[config.mk]
export PLATFORM = sky130hd
export DESIGN_NAME = command_timed_motor_drive_unit
export DESIGN_NICKNAME = d
export VERILOG_FILES = /design/src/rtl/ctmd_pkg.sv /design/src/rtl/command_timed_motor_drive_unit.sv
export SDC_FILE = /design/constraint.sdc
export NUM_CORES = 1
export LEC_CHECK = 0
export ABC_CLOCK_PERIOD_IN_PS = 13000
export BUFFER_PORTS_ARGS = -buffer_cell sky130_fd_sc_hd__buf_2
export CORE_MARGIN = 5
export CORE_UTILIZATION = 45
export DETAILED_ROUTE_END_ITERATION = 10
export GPL_ROUTABILITY_DRIVEN = 0
export GPL_TIMING_DRIVEN = 0
export PLACE_DENSITY_LB_ADDON = 0.05
export SYNTH_ARGS = -nofsm -noshare
export SYNTH_HDL_FRONTEND = slang
export SYNTH_SLANG_ARGS = --single-unit
[constraint.sdc]
create_clock -name clk -period 13 [get_ports clk]
set_input_delay 0.65 -clock clk [delete_from_list [all_inputs] [get_ports clk]]
set_output_delay 0.65 -clock clk [all_outputs]
set_load 0.005 [all_outputs]
[src/rtl/ctmd_pkg.sv]
// ----------------------------------------------------------------------------
// Command timed motor drive: shared definitions
// Field widths, register indexes, reset values and command characters.
// ----------------------------------------------------------------------------
`default_nettype none

package ctmd_pkg;

    localparam int unsigned CFG_IDX_W  = 2;
    localparam int unsigned CFG_DATA_W = 15;
    localparam int unsigned STEP_W     = 14;
    localparam int unsigned BEEP_W     = 15;
    localparam int unsigned CREDIT_W   = 16;
    localparam int unsigned BYTE_W     = 8;

    typedef logic [CFG_IDX_W-1:0]  cfg_idx_t;
    typedef logic [CFG_DATA_W-1:0] cfg_data_t;
    typedef logic [BYTE_W-1:0]     byte_t;

    // Register indexes on the configuration port.
    localparam cfg_idx_t REG_STEP_AMOUNT = 2'd0;
    localparam cfg_idx_t REG_MOVE_LIMIT  = 2'd1;
    localparam cfg_idx_t REG_BEEP_AMOUNT = 2'd2;
    localparam cfg_idx_t REG_BEEP_LIMIT  = 2'd3;

    localparam logic [STEP_W-1:0] STEP_RESET = 14'd1000;
    localparam logic [BEEP_W-1:0] BEEP_RESET = 15'd1000;

    // Item kinds.
    localparam logic KIND_BYTE = 1'b0;
    localparam logic KIND_TICK = 1'b1;

    // Command characters.
    localparam byte_t CH_FORWARD    = 8'h77; // w
    localparam byte_t CH_BACK       = 8'h73; // s
    localparam byte_t CH_LEFT       = 8'h61; // a
    localparam byte_t CH_RIGHT      = 8'h64; // d
    localparam byte_t CH_SPIN_LEFT  = 8'h71; // q
    localparam byte_t CH_SPIN_RIGHT = 8'h65; // e
    localparam byte_t CH_BEEP       = 8'h20; // space

    // Pin pair of one motor after a tick.
    typedef struct packed {
        logic backward;
        logic forward;
    } motor_pins_t;

endpackage

`default_nettype wire

[src/rtl/command_timed_motor_drive_unit.sv]
// A word passes through the input register, then the result register, to the output.
// Throughput: one word per cycle when out_stall is low; the input register and
// the result register form two stages, so a new word can fill an empty input
// register while a result waits to be taken. The counter update is one add and
// one compare per motor between the stages. Reset clears all counters, pins and
// stage valid flags and loads the configuration registers with 1000.
// ----------------------------------------------------------------------------
// Command timed motor drive unit
// Echoes command bytes, keeps two signed drive-time counters and a buzzer
// counter, and drives the motor and buzzer pins on every tick.
// ----------------------------------------------------------------------------
`default_nettype none

module command_timed_motor_drive_unit (
    input  wire logic                 clk,
    input  wire logic                 rst_n,
    // configuration write port
    input  wire logic                 cfg_we,
    input  wire ctmd_pkg::cfg_idx_t   cfg_index,
    input  wire ctmd_pkg::cfg_data_t  cfg_data,
    // input channel
    input  wire logic                 in_valid,
    output logic                      in_stall,
    input  wire logic                 cmd,
    input  wire ctmd_pkg::byte_t      rx_byte,
    // output channel
    output logic                      out_valid,
    input  wire logic                 out_stall,
    output logic                      tx_valid,
    output ctmd_pkg::byte_t           tx_byte,
    output logic                      left_forward,
    output logic                      left_backward,
    output logic                      right_forward,
    output logic                      right_backward,
    output logic                      buzzer_level
);
    import ctmd_pkg::*;

    localparam int unsigned EXT_W = CREDIT_W + 1;

    // Configuration registers.
    logic [STEP_W-1:0] step_amount_reg;
    logic [STEP_W-1:0] move_limit_reg;
    logic [BEEP_W-1:0] beep_amount_reg;
    logic [BEEP_W-1:0] beep_limit_reg;

    // Input stage.
    logic  in_full_reg;
    logic  kind_reg;
    byte_t byte_reg;

    // Block state.
    logic signed [CREDIT_W-1:0] left_credit_reg,  left_credit_next;
    logic signed [CREDIT_W-1:0] right_credit_reg, right_credit_next;
    logic [CREDIT_W-1:0]        beep_count_reg,   beep_count_next;
    logic                       buzzer_pin_reg,   buzzer_pin_next;
    motor_pins_t                left_pins_reg,    left_pins_next;
    motor_pins_t                right_pins_reg,   right_pins_next;

    // Result stage.
    logic  out_full_reg;
    logic  tx_valid_reg;
    byte_t tx_byte_reg;

    logic advance;

    function automatic logic signed [CREDIT_W-1:0] credit_add(
        input logic signed [CREDIT_W-1:0] c,
        input logic [STEP_W-1:0]          limit,
        input logic [STEP_W-1:0]          step
    );
        logic signed [EXT_W-1:0] c_ext;
        logic signed [EXT_W-1:0] lim_ext;
        logic signed [EXT_W-1:0] sum;
        c_ext   = EXT_W'(c);
        lim_ext = signed'({{(EXT_W-STEP_W){1'b0}}, limit});
        sum     = c_ext + signed'({{(EXT_W-STEP_W){1'b0}}, step});
        if (c_ext < lim_ext)
            return sum[CREDIT_W-1:0];
        return c;
    endfunction

    function automatic logic signed [CREDIT_W-1:0] credit_sub(
        input logic signed [CREDIT_W-1:0] c,
        input logic [STEP_W-1:0]          limit,
        input logic [STEP_W-1:0]          step
    );
        logic signed [EXT_W-1:0] c_ext;
        logic signed [EXT_W-1:0] mag;
        logic signed [EXT_W-1:0] lim_ext;
        logic signed [EXT_W-1:0] diff;
        c_ext   = EXT_W'(c);
        mag     = c_ext[EXT_W-1] ? -c_ext : c_ext;
        lim_ext = signed'({{(EXT_W-STEP_W){1'b0}}, limit});
        diff    = c_ext - signed'({{(EXT_W-STEP_W){1'b0}}, step});
        if (mag < lim_ext)
            return diff[CREDIT_W-1:0];
        return c;
    endfunction

    // The stored word moves on when the result register is empty or is
    // being emptied in this cycle.
    assign advance  = in_full_reg && (!out_full_reg || !out_stall);
    assign in_stall = in_full_reg && !advance;

    always_comb
    begin
        left_credit_next  = left_credit_reg;
        right_credit_next = right_credit_reg;
        beep_count_next   = beep_count_reg;
        buzzer_pin_next   = buzzer_pin_reg;
        left_pins_next    = left_pins_reg;
        right_pins_next   = right_pins_reg;

        if (kind_reg == KIND_BYTE)
        begin
            unique case (byte_reg)
                CH_FORWARD:
                begin
                    left_credit_next  = credit_add(left_credit_reg, move_limit_reg,
                                                   step_amount_reg);
                    right_credit_next = credit_add(right_credit_reg, move_limit_reg,
                                                   step_amount_reg);
                end
                CH_BACK:
                begin
                    left_credit_next  = credit_sub(left_credit_reg, move_limit_reg,
                                                   step_amount_reg);
                    right_credit_next = credit_sub(right_credit_reg, move_limit_reg,
                                                   step_amount_reg);
                end
                CH_LEFT:
                begin
                    right_credit_next = credit_add(right_credit_reg, move_limit_reg,
                                                   step_amount_reg);
                end
                CH_RIGHT:
                begin
                    left_credit_next  = credit_add(left_credit_reg, move_limit_reg,
                                                   step_amount_reg);
                end
                CH_SPIN_LEFT:
                begin
                    right_credit_next = credit_add(right_credit_reg, move_limit_reg,
                                                   step_amount_reg);
                    left_credit_next  = credit_sub(left_credit_reg, move_limit_reg,
                                                   step_amount_reg);
                end
                CH_SPIN_RIGHT:
                begin
                    right_credit_next = credit_sub(right_credit_reg, move_limit_reg,
                                                   step_amount_reg);
                    left_credit_next  = credit_add(left_credit_reg, move_limit_reg,
                                                   step_amount_reg);
                end
                CH_BEEP:
                begin
                    if (beep_count_reg < {1'b0, beep_limit_reg})
                        beep_count_next = beep_count_reg + {1'b0, beep_amount_reg};
                end
                default:
                begin
                end
            endcase
        end
        else
        begin
            // Each counter steps one toward zero; its sign picks the pins.
            left_pins_next = '0;
            if (left_credit_reg > 0)
            begin
                left_credit_next       = left_credit_reg - 16'sd1;
                left_pins_next.forward = 1'b1;
            end
            else if (left_credit_reg < 0)
            begin
                left_credit_next        = left_credit_reg + 16'sd1;
                left_pins_next.backward = 1'b1;
            end

            right_pins_next = '0;
            if (right_credit_reg > 0)
            begin
                right_credit_next       = right_credit_reg - 16'sd1;
                right_pins_next.forward = 1'b1;
            end
            else if (right_credit_reg < 0)
            begin
                right_credit_next        = right_credit_reg + 16'sd1;
                right_pins_next.backward = 1'b1;
            end

            if (beep_count_reg != '0)
            begin
                buzzer_pin_next = !buzzer_pin_reg;
                beep_count_next = beep_count_reg - 16'd1;
            end
            else
            begin
                buzzer_pin_next = 1'b0;
            end
        end
    end

    always_ff @(posedge clk or negedge rst_n)
    begin
        if (!rst_n)
        begin
            step_amount_reg <= STEP_RESET;
            move_limit_reg  <= STEP_RESET;
            beep_amount_reg <= BEEP_RESET;
            beep_limit_reg  <= BEEP_RESET;
        end
        else if (cfg_we)
        begin
            unique case (cfg_index)
                REG_STEP_AMOUNT: step_amount_reg <= cfg_data[STEP_W-1:0];
                REG_MOVE_LIMIT:  move_limit_reg  <= cfg_data[STEP_W-1:0];
                REG_BEEP_AMOUNT: beep_amount_reg <= cfg_data[BEEP_W-1:0];
                REG_BEEP_LIMIT:  beep_limit_reg  <= cfg_data[BEEP_W-1:0];
                default:
                begin
                end
            endcase
        end
    end

    always_ff @(posedge clk or negedge rst_n)
    begin
        if (!rst_n)
        begin
            in_full_reg      <= 1'b0;
            out_full_reg     <= 1'b0;
            left_credit_reg  <= '0;
            right_credit_reg <= '0;
            beep_count_reg   <= '0;
            buzzer_pin_reg   <= 1'b0;
            left_pins_reg    <= '0;
            right_pins_reg   <= '0;
        end
        else
        begin
            if (in_valid && !in_stall)
                in_full_reg <= 1'b1;
            else if (advance)
                in_full_reg <= 1'b0;

            if (advance)
                out_full_reg <= 1'b1;
            else if (!out_stall)
                out_full_reg <= 1'b0;

            if (advance)
            begin
                left_credit_reg  <= left_credit_next;
                right_credit_reg <= right_credit_next;
                beep_count_reg   <= beep_count_next;
                buzzer_pin_reg   <= buzzer_pin_next;
                left_pins_reg    <= left_pins_next;
                right_pins_reg   <= right_pins_next;
            end
        end
    end

    always_ff @(posedge clk)
    begin
        if (in_valid && !in_stall)
        begin
            kind_reg <= cmd;
            byte_reg <= rx_byte;
        end
        if (advance)
        begin
            tx_valid_reg <= (kind_reg == KIND_BYTE);
            tx_byte_reg  <= (kind_reg == KIND_BYTE) ? byte_reg : '0;
        end
    end

    // The pin state registers change only when a word moves into the
    // result register, so they read straight out as the result's pins.
    assign out_valid      = out_full_reg;
    assign tx_valid       = tx_valid_reg;
    assign tx_byte        = tx_byte_reg;
    assign left_forward   = left_pins_reg.forward;
    assign left_backward  = left_pins_reg.backward;
    assign right_forward  = right_pins_reg.forward;
    assign right_backward = right_pins_reg.backward;
    assign buzzer_level   = buzzer_pin_reg;

endmodule

`default_nettype wire

==> results.yml <==
routing:
  drc: 0
  postRouteAntennaNets: 0
  wl_per_cell_um: 19.9
  num_vias: 9808
  wl_um: 33500
  via_per_inst: 5.83
  first_pass_iters: 6
  dr.first_iter.drc_count: 646
placement:
  dpl.hpwl_um: 26100
  io_buffers: 46
  place_inst: 1651
worst_setup_path:
  rrSetupSlack_ns: 7.00
  path_class: "reg -> reg"
  crit_path_start_kind: "flip-flop"
  cp.required_ns: 13.32
  reg2reg_to: "left_credit_reg[15]$_DFFE_PN0P_"
  worstSetupEndpointType: "flip-flop"
  crit_chain: "buf_2, clkinv_1, ha_1, nor3b_1, a31oi_1, xnor2_1, a21boi_0, o21ai_0, a22oi_1, xnor2_1, o21a_1, ha_1, or3_1, o211ai_1, a31oi_1, o41ai_1, nand2b_1, a211oi_1, nor4b_1"
  cpPeakStageDelay_ns: 1.10
  critPathMaxFanout: 10
  arrival_ns: 6.32
  worstRegToRegCells: 19
  slowest_stage: "nor3b_1"
  r2r-start: "step_amount_reg[0]$_DFFE_PN0P_"
  cp-startpoint: "step_amount_reg[0]$_DFFE_PN0P_"
synthesis:
  syn_nets: 1424
  synthArstFlopShare_pct: 86.3
  synth_top_cell_by_area: "dfrtp_1"
  synthCells: 1274
  synthMuxAreaShare_pct: 7.68
  synth-warning-count: 0
  synthAdderAreaFrac_pct: 13.1
  syn_area_um2: 11500
  synth_simple_gate_area_share_pct: 17.7
  synth_compound_area_share_pct: 19.1
  synth.distinct_cells: 80
  synth_xor_area_share_pct: 8.53
  synth-edff-count: 18
  synth-seq-area-share_pct: 29.6
  synth_top_area_share_pct: 19.4
  synth_top_family_by_area: "compound AO/OA/AOI/OAI gates"
  ys_ff_latch: 131
  avgSynthCellArea_um2: 9.03
  synth_area_leaders: "dfrtp_1 19%, ha_1 13%, mux2_2 7.2%"
  synthFlopType: "dfrtp_1"
global_route:
  use_met1_pct: 32.4
  antenna_found_initial: 0
  grt_overflow: 0
  grt_use_met2_pct: 39.8
  grt_pass1_vias: 9594
  grt_usage_pct: 23.6
  grt_max_degree: 91
  use_met3_pct: 3.32
  grt_pass1_wl_um: 53600
  top_usage_layer: "met2"
clock_tree:
  clock_latency_ns: 0.43
  cts_max_path_buffers: 2
  cts-buffers-inserted: 17
  cts_setup_buffers: 0
  clk_pin_slew_ns: 0.07
  htreeDepth: 4
  root_buffer: "clkbuf_16"
  cts_tree: "done"
  postCtsHoldBufs: 0
  cts_sinks: 131
  cts_resized: 0
timing:
  tns_ns: 0
  setup_viol: 0
  tightestPinTransition_ns: 1.38
  period_share_pct: 46.2
  layout_min_cycle_time_ns: 6.00
  slew_headroom_pct: 8.08
  hold_viol_final: 0
  skew_ns: 0.00967
  rsz0062_at_grt: "false"
  slew_violations: 0
  max_clock_freq_mhz: 167
cells_and_area:
  instances_no_fill: 1683
  n_fill_cell: 2394
  area_growth_pct: 10.8
  nets: 1490
  diodes: 0
  drive_above_1_share_pct: 16.3
power_and_ir_drop:
  p_per_area_nw_per_um2: 220
  peakVddDrop_mv: 0.104
  leakage_uw: 0.00542
  total_power_uw: 2800
floorplan:
  die_h_um: 170
  die_w_um: 170
  io-pin-count: 47
  num_rows: 58
  dieArea_um2: 28900
  start_util_pct: 45.7
  coreArea_um2: 25200
hold_path:
  hold_class: "in -> async"
run:
  maxCapViolations: 0
run_status:
  status: "complete, no violations"
-- layer usage --
layer  share of wire [%]  routed length, um
met3                 4.5               1510
met2                  48              16000
met4                 1.7                561
met1                  46              15500
met5                   0                  0
-- layout make-up --
| type | count | area [um^2] | share of cell area, % |
|---|---|---|---|
| multi-input combinational | 1029 | 7600 | 59.7 |
| inverter | 64 | 240 | 1.89 |
| clock inverter | 15 | 141 | 1.11 |
| tap | 330 | 413 | 3.24 |
| sequential | 131 | 3400 | 26.7 |
| timing repair buffer | 47 | 264 | 2.07 |
| buffer | 50 | 258 | 2.02 |
| clock buffer | 17 | 425 | 3.34 |
-- metrics by stage --
stage	utilization [%]	hold slack (ns)	setup slack (ns)	instance area, um^2
global placement	48.2	0.457	7.12	12100
global route	50.6	0.0943	6.50	12700
finish	50.6	0.0913	7.00	12700
CTS	50.6	0.0930	7.15	12700
floorplan	-	0.354	8.50	11500
detailed placement	48.4	0.461	7.20	12200
-- synthesized netlist by cell type (20+ instances only) --
| library cell | n |
|---|---|
| nor2_1 | 61 |
| clkbuf_1 | 34 |
| dfstp_2 | 24 |
| xor2_1 | 31 |
| mux2_2 | 74 |
| ha_1 | 116 |
| nor3_1 | 31 |
| a21oi_1 | 59 |
| nand2_1 | 109 |
| inv_1 | 63 |
| nand3_1 | 33 |
| a21boi_0 | 20 |
| xnor2_1 | 81 |
| nor4_1 | 21 |
| o21ai_0 | 100 |
| o31ai_1 | 20 |
| dfrtp_1 | 89 |
| a21o_1 | 23 |
-- worst max path at each step --
stage	end	slack (ns)	depth (start not counted)
3_3_place_gp	left_credit_reg[15]$_DFFE_PN0P_	7.12	19
2_1_floorplan	right_credit_reg[15]$_DFFE_PN0P_	8.50	18
4_1_cts	left_credit_reg[15]$_DFFE_PN0P_	7.15	19
3_5_place_dp	left_credit_reg[15]$_DFFE_PN0P_	7.20	19
6_report	left_credit_reg[15]$_DFFE_PN0P_	7.00	19
5_1_grt	left_credit_reg[15]$_DFFE_PN0P_	6.50	20
-- kinds of logic after synthesis --
group / Yosys count
AO/OA/AOI/OAI: 332
XOR/XNOR: 112
adder cells (fa/ha/maj): 119
buffers and inverters: 114
flip-flops: 131
multiplexers: 79
AND/OR/NAND/NOR: 387
-- cells in the final DEF, fill, tap and decap left out, drive strengths merged, types with 11 or more instances in the layout --
cell / n
o31ai: 20
a21o: 23
clkbuf: 52
a21boi: 21
a211oi: 18
nor4: 24
nor3: 31
inv: 72
edfxtp: 18
o21a: 13
and3: 14
nand3: 35
dfstp: 24
dfrtp: 89
nand2b: 18
nor2: 61
or3: 11
xor2: 31
nor2b: 19
a21oi: 59
o21ai: 100
mux2: 74
o211ai: 11
ha: 116
buf: 62
nand2: 109
xnor2: 81
nand4: 16
-- power by group --
| group | switching, uW | total, uW | internal (uW) | leakage (uW) |
|---|---|---|---|---|
| combinational | 872 | 1600 | 726 | 0.00366 |
| sequential | 188 | 733 | 545 | 0.00149 |
| clock | 221 | 474 | 253 | 0.000268 |
-- worst max-delay path: cells and delay by family, from the launching register on --
family                   cells  cell delay [ns]
AO/OA/AOI/OAI                9             2.36
XOR/XNOR                     2             0.39
adder cells (fa/ha/maj)      2             0.44
buffers and inverters        2             0.38
flip-flops                   1             0.39
AND/OR/NAND/NOR              4             1.94
Note: power is estimated with default switching activity, not from simulation.
